`config.mk`:
```
export PLATFORM = sky130hd
export DESIGN_NAME = baro_sensor_compensation_core
export DESIGN_NICKNAME = d
export VERILOG_FILES = /design/src/rtl/core/bsc_pkg.sv /design/src/rtl/core/bsc_mul.sv /design/src/rtl/core/bsc_div.sv /design/src/rtl/core/baro_sensor_compensation_core.sv
export VERILOG_INCLUDE_DIRS = /design/src /design/src/rtl/core
export SDC_FILE = /design/constraint.sdc
export NUM_CORES = 2
export LEC_CHECK = 0
export BUFFER_PORTS_ARGS = -buffer_cell sky130_fd_sc_hd__buf_2
export CAP_MARGIN = 25
export CELL_PAD_IN_SITES_DETAIL_PLACEMENT = 1
export CELL_PAD_IN_SITES_GLOBAL_PLACEMENT = 2
export CORE_MARGIN = 2
export CORE_UTILIZATION = 41
export CTS_BUF_LIST = sky130_fd_sc_hd__clkbuf_4 sky130_fd_sc_hd__clkbuf_8
export DETAILED_ROUTE_END_ITERATION = 12
export PLACE_DENSITY = 0.79
export SYNTH_ARGS = -nofsm -noshare
export SYNTH_HDL_FRONTEND = slang
export SYNTH_SLANG_ARGS = --single-unit
```
`constraint.sdc`:
```
create_clock -name clock -period 9.7 [get_ports clock]
set_input_delay 1.455 -clock clock [delete_from_list [all_inputs] [get_ports clock]]
set_output_delay 1.455 -clock clock [all_outputs]
set_load 0.02 [all_outputs]
```
`src/rtl/core/baro_sensor_compensation_core_defines.svh`:
```
// assertion macros for the barometric compensation core
`ifndef BARO_SENSOR_COMPENSATION_CORE_DEFINES_SVH
`define BARO_SENSOR_COMPENSATION_CORE_DEFINES_SVH
`ifndef SYNTH
`define BSC_ASSERT(lbl, prop) \
   lbl: assert property (@(posedge clock) disable iff (reset) prop) \
      else $error("assertion failed");
`define BSC_ASSERT_IMP(lbl, ante, cons) \
   lbl: assert property (@(posedge clock) disable iff (reset) (ante) |-> (cons)) \
      else $error("assertion failed");
`else
`define BSC_ASSERT(lbl, prop)
`define BSC_ASSERT_IMP(lbl, ante, cons)
`endif
`endif

```
`src/rtl/core/bsc_pkg.sv`:
```
// shared types, constants and helpers for the barometric compensation core
package bsc_pkg;
   localparam int DataWidth = 32;
   localparam int CountWidth = $clog2(DataWidth);

   localparam logic [2:0] CSR_AC_SIGNED   = 3'd0;
   localparam logic [2:0] CSR_AC_UNSIGNED = 3'd1;
   localparam logic [2:0] CSR_B_PACK      = 3'd2;
   localparam logic [2:0] CSR_M_PACK      = 3'd3;
   localparam logic [2:0] CSR_OSS         = 3'd4;

   localparam logic MODE_TEMP  = 1'b0;
   localparam logic MODE_PRESS = 1'b1;

   typedef struct packed {
      logic                 done;
      logic [DataWidth-1:0] result;
   } unit_rsp_type;

   function automatic logic [31:0] sx16(input logic [15:0] v);
      return {{16{v[15]}}, v};
   endfunction

   function automatic logic [31:0] neg_if(input logic [31:0] v, input logic n);
      return n ? (32'd0 - v) : v;
   endfunction
endpackage

```
`src/rtl/core/bsc_mul.sv`:
```
// bit-serial shift-add multiplier, low 32 bits of the product
module bsc_mul (
   input  logic                         clock,
   input  logic                         reset,
   input  logic                         start,
   input  logic [bsc_pkg::DataWidth-1:0] op_a,
   input  logic [bsc_pkg::DataWidth-1:0] op_b,
   output logic                         busy,
   output bsc_pkg::unit_rsp_type        rsp
);
   import bsc_pkg::*;

   logic [DataWidth-1:0]  a_ff, b_ff, acc_ff;
   logic [CountWidth-1:0] cnt_ff;
   logic                  busy_ff, done_ff;

   always_ff @(posedge clock) begin
      if (reset) begin
         busy_ff <= 1'b0;
         done_ff <= 1'b0;
         cnt_ff  <= '0;
      end else begin
         done_ff <= 1'b0;
         if (start) begin
            busy_ff <= 1'b1;
            cnt_ff  <= '0;
         end else if (busy_ff) begin
            cnt_ff <= cnt_ff + 1'b1;
            if (cnt_ff == CountWidth'(DataWidth - 1)) begin
               busy_ff <= 1'b0;
               done_ff <= 1'b1;
            end
         end
      end
   end

   always_ff @(posedge clock) begin
      if (start) begin
         a_ff   <= op_a;
         b_ff   <= op_b;
         acc_ff <= '0;
      end else if (busy_ff) begin
         if (b_ff[0]) begin
            acc_ff <= acc_ff + a_ff;
         end
         a_ff <= {a_ff[DataWidth-2:0], 1'b0};
         b_ff <= {1'b0, b_ff[DataWidth-1:1]};
      end
   end

   assign busy       = busy_ff;
   assign rsp.done   = done_ff;
   assign rsp.result = acc_ff;
endmodule

```
`src/rtl/core/bsc_div.sv`:
```
// bit-serial restoring unsigned divider, one quotient bit per cycle
module bsc_div (
   input  logic                         clock,
   input  logic                         reset,
   input  logic                         start,
   input  logic [bsc_pkg::DataWidth-1:0] dividend,
   input  logic [bsc_pkg::DataWidth-1:0] divisor,
   output logic                         busy,
   output bsc_pkg::unit_rsp_type        rsp
);
   import bsc_pkg::*;

   logic [DataWidth-1:0]  q_ff, d_ff, rem_ff;
   logic [CountWidth-1:0] cnt_ff;
   logic                  busy_ff, done_ff;
   logic [DataWidth:0]    shifted, trial;

   assign shifted = {rem_ff, q_ff[DataWidth-1]};
   assign trial   = shifted - {1'b0, d_ff};

   always_ff @(posedge clock) begin
      if (reset) begin
         busy_ff <= 1'b0;
         done_ff <= 1'b0;
         cnt_ff  <= '0;
      end else begin
         done_ff <= 1'b0;
         if (start) begin
            busy_ff <= 1'b1;
            cnt_ff  <= '0;
         end else if (busy_ff) begin
            cnt_ff <= cnt_ff + 1'b1;
            if (cnt_ff == CountWidth'(DataWidth - 1)) begin
               busy_ff <= 1'b0;
               done_ff <= 1'b1;
            end
         end
      end
   end

   always_ff @(posedge clock) begin
      if (start) begin
         q_ff   <= dividend;
         d_ff   <= divisor;
         rem_ff <= '0;
      end else if (busy_ff) begin
         if (!trial[DataWidth]) begin
            rem_ff <= trial[DataWidth-1:0];
            q_ff   <= {q_ff[DataWidth-2:0], 1'b1};
         end else begin
            rem_ff <= shifted[DataWidth-1:0];
            q_ff   <= {q_ff[DataWidth-2:0], 1'b0};
         end
      end
   end

   assign busy       = busy_ff;
   assign rsp.done   = done_ff;
   assign rsp.result = q_ff;
endmodule

```
`src/rtl/core/baro_sensor_compensation_core.sv`:
```
// barometric sensor compensation core: sequencer, calibration registers, result register
// each multiply or divide pass runs through its own bit-serial unit, a multiplier or a divider
// temperature transaction: one multiply and two divides
// pressure transaction: ten multiplies and one divide
// one transaction at a time; the next is taken once the result is registered
// synchronous active-high reset clears calibration registers, stored B5 and control state
`include "baro_sensor_compensation_core_defines.svh"
module baro_sensor_compensation_core (
   input  logic        clock,
   input  logic        reset,
   input  logic        req_valid,
   output logic        req_stall,
   input  logic        req_mode,
   input  logic [18:0] req_raw_reading,
   output logic        rsp_valid,
   input  logic        rsp_stall,
   output logic        rsp_kind,
   output logic signed [31:0] rsp_value,
   output logic        rsp_div_error,
   input  logic        csr_valid,
   output logic        csr_ready,
   input  logic [2:0]  csr_index,
   input  logic [47:0] csr_data
);
   import bsc_pkg::*;

   typedef enum logic [4:0] {
      ST_IDLE, ST_T_MUL, ST_T_DEN, ST_T_DIV1, ST_T_DIV2,
      ST_P_SQ, ST_P_X1, ST_P_X2, ST_P_B3, ST_P_X1B, ST_P_X2B, ST_P_B4, ST_P_B7,
      ST_P_CHK, ST_P_DIV, ST_P_SQP, ST_P_M3038, ST_P_M7357, ST_P_FIN, ST_DONE
   } state_type;

   state_type   state_ff;
   logic [47:0] ac_s_ff, ac_u_ff;
   logic [31:0] b_ff, m_ff;
   logic [1:0]  oss_ff;
   logic [31:0] b5_ff, x1_ff, x2_ff, sq_ff, b3_ff, b4_ff, b7_ff, p_ff, res_ff;
   logic        mode_ff, err_ff, pend_ff;
   logic [18:0] raw_ff;
   logic        rsp_valid_ff, rsp_kind_ff, rsp_err_ff;
   logic [31:0] rsp_value_ff;

   logic [31:0] ac1, ac2, ac3, ac4, ac5, ac6, b1, b2, mc, md, b6, den, mcs, tq, b3_sum;
   logic        is_mul, is_div, mul_start, div_start, mul_busy, div_busy;
   logic [31:0] mul_a, mul_b, div_n, div_d;
   unit_rsp_type mul_rsp, div_rsp;

   assign ac1 = sx16(ac_s_ff[47:32]);
   assign ac2 = sx16(ac_s_ff[31:16]);
   assign ac3 = sx16(ac_s_ff[15:0]);
   assign ac4 = {16'd0, ac_u_ff[47:32]};
   assign ac5 = {16'd0, ac_u_ff[31:16]};
   assign ac6 = {16'd0, ac_u_ff[15:0]};
   assign b1  = sx16(b_ff[31:16]);
   assign b2  = sx16(b_ff[15:0]);
   assign mc  = sx16(m_ff[31:16]);
   assign md  = sx16(m_ff[15:0]);
   assign b6  = b5_ff - 32'd4000;
   assign den = x1_ff + md;
   assign mcs = {mc[20:0], 11'd0};
   assign tq  = 32'($signed(b5_ff + 32'd8) >>> 4);
   assign b3_sum = ({ac1[29:0], 2'b00} + x1_ff + x2_ff) << oss_ff;

   always_comb begin
      is_mul = 1'b0;
      is_div = 1'b0;
      mul_a  = '0;
      mul_b  = '0;
      div_n  = '0;
      div_d  = '0;
      unique case (state_ff)
         ST_T_MUL: begin
            is_mul = 1'b1;
            mul_a  = {16'd0, raw_ff[15:0]} - ac6;
            mul_b  = ac5;
         end
         ST_T_DIV1: begin
            is_div = 1'b1;
            div_n  = neg_if(mcs, mcs[31]);
            div_d  = neg_if(den, den[31]);
         end
         ST_T_DIV2: begin
            is_div = 1'b1;
            div_n  = neg_if(tq, tq[31]);
            div_d  = 32'd10;
         end
         ST_P_SQ: begin
            is_mul = 1'b1;
            mul_a  = b6;
            mul_b  = b6;
         end
         ST_P_X1: begin
            is_mul = 1'b1;
            mul_a  = b2;
            mul_b  = sq_ff;
         end
         ST_P_X2: begin
            is_mul = 1'b1;
            mul_a  = ac2;
            mul_b  = b6;
         end
         ST_P_X1B: begin
            is_mul = 1'b1;
            mul_a  = ac3;
            mul_b  = b6;
         end
         ST_P_X2B: begin
            is_mul = 1'b1;
            mul_a  = b1;
            mul_b  = sq_ff;
         end
         ST_P_B4: begin
            is_mul = 1'b1;
            mul_a  = ac4;
            mul_b  = 32'($signed(x1_ff + x2_ff + 32'd2) >>> 2) + 32'd32768;
         end
         ST_P_B7: begin
            is_mul = 1'b1;
            mul_a  = {13'd0, raw_ff} - b3_ff;
            mul_b  = 32'd50000 >> oss_ff;
         end
         ST_P_DIV: begin
            is_div = 1'b1;
            div_n  = b7_ff[31] ? b7_ff : {b7_ff[30:0], 1'b0};
            div_d  = b4_ff;
         end
         ST_P_SQP: begin
            is_mul = 1'b1;
            mul_a  = 32'($signed(p_ff) >>> 8);
            mul_b  = 32'($signed(p_ff) >>> 8);
         end
         ST_P_M3038: begin
            is_mul = 1'b1;
            mul_a  = x1_ff;
            mul_b  = 32'd3038;
         end
         ST_P_M7357: begin
            is_mul = 1'b1;
            mul_a  = 32'd0 - 32'd7357;
            mul_b  = p_ff;
         end
         default: begin
         end
      endcase
   end

   assign mul_start = is_mul && !pend_ff;
   assign div_start = is_div && !pend_ff;

   bsc_mul u_mul (
      .clock(clock), .reset(reset), .start(mul_start), .op_a(mul_a), .op_b(mul_b),
      .busy(mul_busy), .rsp(mul_rsp)
   );

   bsc_div u_div (
      .clock(clock), .reset(reset), .start(div_start), .dividend(div_n), .divisor(div_d),
      .busy(div_busy), .rsp(div_rsp)
   );

   logic [31:0] mp, dq;
   assign mp = mul_rsp.result;
   assign dq = div_rsp.result;

   // calibration registers
   always_ff @(posedge clock) begin
      if (reset) begin
         ac_s_ff <= '0;
         ac_u_ff <= '0;
         b_ff    <= '0;
         m_ff    <= '0;
         oss_ff  <= '0;
      end else if (csr_valid) begin
         case (csr_index)
            CSR_AC_SIGNED:   ac_s_ff <= csr_data;
            CSR_AC_UNSIGNED: ac_u_ff <= csr_data;
            CSR_B_PACK:      b_ff    <= csr_data[31:0];
            CSR_M_PACK:      m_ff    <= csr_data[31:0];
            CSR_OSS:         oss_ff  <= csr_data[1:0];
            default: begin
            end
         endcase
      end
   end

   always_ff @(posedge clock) begin
      if (reset) begin
         state_ff     <= ST_IDLE;
         pend_ff      <= 1'b0;
         b5_ff        <= '0;
         rsp_valid_ff <= 1'b0;
      end else begin
         if (rsp_valid_ff && !rsp_stall && state_ff != ST_DONE) begin
            rsp_valid_ff <= 1'b0;
         end
         if ((is_mul || is_div) && !pend_ff) begin
            pend_ff <= 1'b1;
         end
         unique case (state_ff)
            ST_IDLE: begin
               if (req_valid) begin
                  mode_ff  <= req_mode;
                  raw_ff   <= req_raw_reading;
                  err_ff   <= 1'b0;
                  res_ff   <= '0;
                  state_ff <= (req_mode == MODE_TEMP) ? ST_T_MUL : ST_P_SQ;
               end
            end
            ST_T_MUL: begin
               if (pend_ff && mul_rsp.done) begin
                  pend_ff  <= 1'b0;
                  x1_ff    <= 32'($signed(mp) >>> 15);
                  state_ff <= ST_T_DEN;
               end
            end
            ST_T_DEN: begin
               if (den == 32'd0) begin
                  err_ff   <= 1'b1;
                  state_ff <= ST_DONE;
               end else begin
                  state_ff <= ST_T_DIV1;
               end
            end
            ST_T_DIV1: begin
               if (pend_ff && div_rsp.done) begin
                  pend_ff  <= 1'b0;
                  b5_ff    <= x1_ff + neg_if(dq, mcs[31] ^ den[31]);
                  state_ff <= ST_T_DIV2;
               end
            end
            ST_T_DIV2: begin
               if (pend_ff && div_rsp.done) begin
                  pend_ff  <= 1'b0;
                  res_ff   <= neg_if(dq, tq[31]);
                  state_ff <= ST_DONE;
               end
            end
            ST_P_SQ: begin
               if (pend_ff && mul_rsp.done) begin
                  pend_ff  <= 1'b0;
                  sq_ff    <= 32'($signed(mp) >>> 12);
                  state_ff <= ST_P_X1;
               end
            end
            ST_P_X1: begin
               if (pend_ff && mul_rsp.done) begin
                  pend_ff  <= 1'b0;
                  x1_ff    <= 32'($signed(mp) >>> 11);
                  state_ff <= ST_P_X2;
               end
            end
            ST_P_X2: begin
               if (pend_ff && mul_rsp.done) begin
                  pend_ff  <= 1'b0;
                  x2_ff    <= 32'($signed(mp) >>> 11);
                  state_ff <= ST_P_B3;
               end
            end
            ST_P_B3: begin
               b3_ff    <= 32'($signed(b3_sum + 32'd2) >>> 2);
               state_ff <= ST_P_X1B;
            end
            ST_P_X1B: begin
               if (pend_ff && mul_rsp.done) begin
                  pend_ff  <= 1'b0;
                  x1_ff    <= 32'($signed(mp) >>> 13);
                  state_ff <= ST_P_X2B;
               end
            end
            ST_P_X2B: begin
               if (pend_ff && mul_rsp.done) begin
                  pend_ff  <= 1'b0;
                  x2_ff    <= 32'($signed(mp) >>> 16);
                  state_ff <= ST_P_B4;
               end
            end
            ST_P_B4: begin
               if (pend_ff && mul_rsp.done) begin
                  pend_ff  <= 1'b0;
                  b4_ff    <= mp >> 15;
                  state_ff <= ST_P_B7;
               end
            end
            ST_P_B7: begin
               if (pend_ff && mul_rsp.done) begin
                  pend_ff  <= 1'b0;
                  b7_ff    <= mp;
                  state_ff <= ST_P_CHK;
               end
            end
            ST_P_CHK: begin
               if (b4_ff == 32'd0) begin
                  err_ff   <= 1'b1;
                  state_ff <= ST_DONE;
               end else begin
                  state_ff <= ST_P_DIV;
               end
            end
            ST_P_DIV: begin
               if (pend_ff && div_rsp.done) begin
                  pend_ff  <= 1'b0;
                  p_ff     <= b7_ff[31] ? {dq[30:0], 1'b0} : dq;
                  state_ff <= ST_P_SQP;
               end
            end
            ST_P_SQP: begin
               if (pend_ff && mul_rsp.done) begin
                  pend_ff  <= 1'b0;
                  x1_ff    <= mp;
                  state_ff <= ST_P_M3038;
               end
            end
            ST_P_M3038: begin
               if (pend_ff && mul_rsp.done) begin
                  pend_ff  <= 1'b0;
                  x1_ff    <= 32'($signed(mp) >>> 16);
                  state_ff <= ST_P_M7357;
               end
            end
            ST_P_M7357: begin
               if (pend_ff && mul_rsp.done) begin
                  pend_ff  <= 1'b0;
                  x2_ff    <= 32'($signed(mp) >>> 16);
                  state_ff <= ST_P_FIN;
               end
            end
            ST_P_FIN: begin
               res_ff   <= p_ff + 32'($signed(x1_ff + x2_ff + 32'd3791) >>> 4);
               state_ff <= ST_DONE;
            end
            ST_DONE: begin
               if (!rsp_valid_ff || !rsp_stall) begin
                  rsp_valid_ff <= 1'b1;
                  rsp_kind_ff  <= mode_ff;
                  rsp_err_ff   <= err_ff;
                  rsp_value_ff <= err_ff ? 32'd0 : res_ff;
                  state_ff     <= ST_IDLE;
               end
            end
            default: state_ff <= ST_IDLE;
         endcase
      end
   end

   assign req_stall     = (state_ff != ST_IDLE);
   assign csr_ready     = 1'b1;
   assign rsp_valid     = rsp_valid_ff;
   assign rsp_kind      = rsp_kind_ff;
   assign rsp_value     = $signed(rsp_value_ff);
   assign rsp_div_error = rsp_err_ff;

   `BSC_ASSERT(a_units_exclusive, !(mul_busy && div_busy))
   `BSC_ASSERT_IMP(a_err_zero, rsp_valid && rsp_div_error, rsp_value == 32'sd0)
   `BSC_ASSERT_IMP(a_accept_leaves_idle, req_valid && !req_stall, ##1 state_ff != ST_IDLE)
endmodule
```
==> reports/metrics.csv <==
metric,value,unit
Pleak,20.2,nW
main flop type after synthesis,edfxtp_1,
Psw,5.28,mW
Total Routed Length,205000,µm
combinational share of power,39.9,%
chip width,347,µm
leading area contributor after synthesis,edfxtp_1,
syn_nets,5974,
sequential power share,35.4,%
Post-layout nets,6021,
Post-route DRC,0,
YS warnings,0,
1st-pass router iterations,8,
count of final setup violators,0,
initial antenna violation count,14,
critical-path maximum fanout,5,
CP required,10490,ps
die area,0.120,mm²
Max Clk Rate,123,MHz
clk_lat worst skew,900,ps
CP arrival,8940,ps
Critical Path Sink Type,flip-flop,
Slew Limit Fails,0,
Clock Skew,52.8,ps
Clk pwr share,24.7,%
minimum clock period,8150,ps
first-pass GRT wire length,298000,µm
IO Count,113,
synthesized cell area,0.0482,mm²
"CTS clk-pin slew, worst paths",60,ps
Initial Utilization,41.4,%
pin count of the biggest net entering global routing,93,
hold buffers post-CTS,0,
CTS tree,done,
wire per inst,28.2,µm
R2R setup slack,1550,ps
largest cells by area after synthesis,"edfxtp_1 (25%), dfxtp_1 (12%), ha_1 (7.1%)",
ratio of final minimum period to clock period,84.0,%
outcome,finished clean,
core area,0.116,mm²
Synth cell types,108,
RSZ-0062 raised after global routing,no,
DP Wirelength,155000,µm
asr flop ratio synth,0,%
# resized after CTS,0,
gr usage total,33.4,%
Clock Path Buffers,3,
CTS Sinks,678,
Final GP Congestion,0.948,
register area share after synthesis,36.4,%
# rows,125,
fraction of power spent switching nets,42.1,%
Die Ht,347,µm
Worst R2R End,b5_ff[31],
PD cells,235,mW/mm²
number of CTS-inserted buffers,134,
ANT nets after route,0,
worst rel slew slack,23.2,%
setup_tns,0,ps
dpl cell area,0.0505,mm²
CP startpoint kind,flip-flop,
vias in the first global route,44800,
synthesized area per cell,8.63,µm²
Final Hold Vio Count,0,
post-CTS setup buffers,0,
Setup CP Type,reg -> reg,
worst hold start,mode_ff,
IO Port Bufs,111,
post-synth top area share,24.8,%
R2R Path Start,x1_ff[3],
H-Tree Depth,4,
VDD IR-drop max,227,µV
total grt overflow,0,
#FFs+latches synth,678,
DR iter-0 viols,4176,
worst reg2reg path depth,28,
clock root buffer,clkbuf_8,
"EDFF count, synth",399,
largest stage delay on the critical path,590,ps
share of cells above drive strength 1,10.5,%
CP max stage cell,edfxtp_1,
Hold Path End,rsp_kind,
worst hold path class,reg -> reg,
worst slew pin tran,1150,ps
Vias,44800,
Post-synth top cells,"nand2_1 (813), a21oi_1 (525), nor2_1 (420)",
most common cell in the synthesized netlist,nand2_1,
via/cell ratio,6.16,
Area Growth Syn to Fin,10.7,%
Internal,7.28,mW
number of max-cap violations,0,
Mapped Cells,5586,
Pwr Total,12.6,mW
final instance area,0.0534,mm²
WHS Path Cells,0,
Fill cells,13700,
## layout make-up
class	instances	area (µm²)	share of cell area, %
tap	1524	1910	3.57
sequential	678	17600	32.9
timing repair buffer	227	1530	2.86
antenna	10	25.0	0.0469
clock buffer	194	2380	4.45
multi-input combinational	4413	28900	54.2
inverter	179	672	1.26
clock inverter	52	369	0.691
## worst max-delay path, delay by kind of cell (launching register included)
family / cells / cell delay [ps]
adders and majority gates: 2 / 640
xor gates and xnor gates: 3 / 550
AOI/OAI and AO/OA: 20 / 5540
buffers and inverters: 2 / 390
DFF: 1 / 590
and+or+nand+nor: 1 / 330
## per-layer routing
metal	routed length (µm)	GRT usage, %	share of wire [%]
met5	0	0	0
met4	12000	18.1	5.9
met3	15300	6.64	7.5
met2	91800	53.0	45
met1	85900	42.8	42
## metrics by stage
stage               setup WS (ps)  hold WS, ps  utilization, %  cells
floorplan                    2780          400               -   5586
global placement             1740          407            43.4   7014
detailed placement           1690          408            43.4   7018
CTS                          1620          421            45.8   7264
global route                  988          422            45.9   7270
finish                       1550          422            45.9   7277
## sequential cells by signal, summed over array words and instances, names as in the netlist, 20 cells and up, named ones only
register	count
p_ff	32
u_div.q_ff	32
u_mul.b_ff	32
b7_ff	32
ac_u_ff	48
b_ff	32
b5_ff	32
res_ff	32
ac_s_ff	48
m_ff	32
u_mul.a_ff	32
x1_ff	32
u_mul.acc_ff	32
b3_ff	30
rsp_value	32
u_div.rem_ff	32
u_div.d_ff	32
sq_ff	20
x2_ff	21
## power by group through the flow
stage / Combinational (mW) / Clock [mW] / Sequential (mW)
3_5_place_dp: 4.91 / 0 / 4.47
5_1_grt: 5.47 / 3.26 / 4.48
3_3_place_gp: 4.80 / 0 / 4.47
6_report: 5.01 / 3.10 / 4.45
2_1_floorplan: 3.47 / 0 / 4.09
4_1_cts: 4.93 / 3.15 / 4.42
## cells by family (layout without fill, tap and decap cells)
kind of cell	after synthesis	after routing	synth area share [%]
xor+xnor	473	473	8.68
mux	101	101	2.19
other cells	1	11	0.00778
flops	678	678	36.4
buf+inv	495	652	3.94
simple gates	1912	1912	18.4
fa+ha+maj	312	312	8.69
compound gates	1614	1614	21.7
## cells in the final DEF, fill, tap and decap left out, types with 19 or more instances in the layout
cell,count
a211oi_1,37
a21o_1,128
a21oi_1,524
a221oi_1,69
a222oi_1,20
a22oi_1,69
a31oi_1,64
and2_1,33
and3_1,43
buf_2,110
buf_4,109
clkbuf_4,47
clkbuf_8,147
clkinv_1,21
dfxtp_1,276
edfxtp_1,399
fa_1,38
ha_1,274
inv_1,176
mux2_2,37
mux2i_1,64
nand2_1,811
nand2b_1,46
nand3_1,98
nand3b_1,20
nand4_1,45
nor2_1,407
nor2b_1,73
nor3_1,127
nor4_1,32
o211ai_1,26
o21a_1,45
o21ai_0,285
o21bai_1,29
o22ai_1,55
o31ai_1,34
or2_2,19
or3_1,57
xnor2_1,278
xor2_1,186
## worst max path at each step
stage	start	end	slack [ps]
global placement	x1_ff[3]	b5_ff[31]	1740
global route	x1_ff[3]	b5_ff[31]	990
finish	x1_ff[3]	b5_ff[31]	1550
detailed placement	x1_ff[3]	b5_ff[31]	1690
floorplan	x1_ff[1]	b5_ff[31]	2780
CTS	x1_ff[3]	b5_ff[31]	1620
No activity file was read; power rests on OpenSTA's default activity.
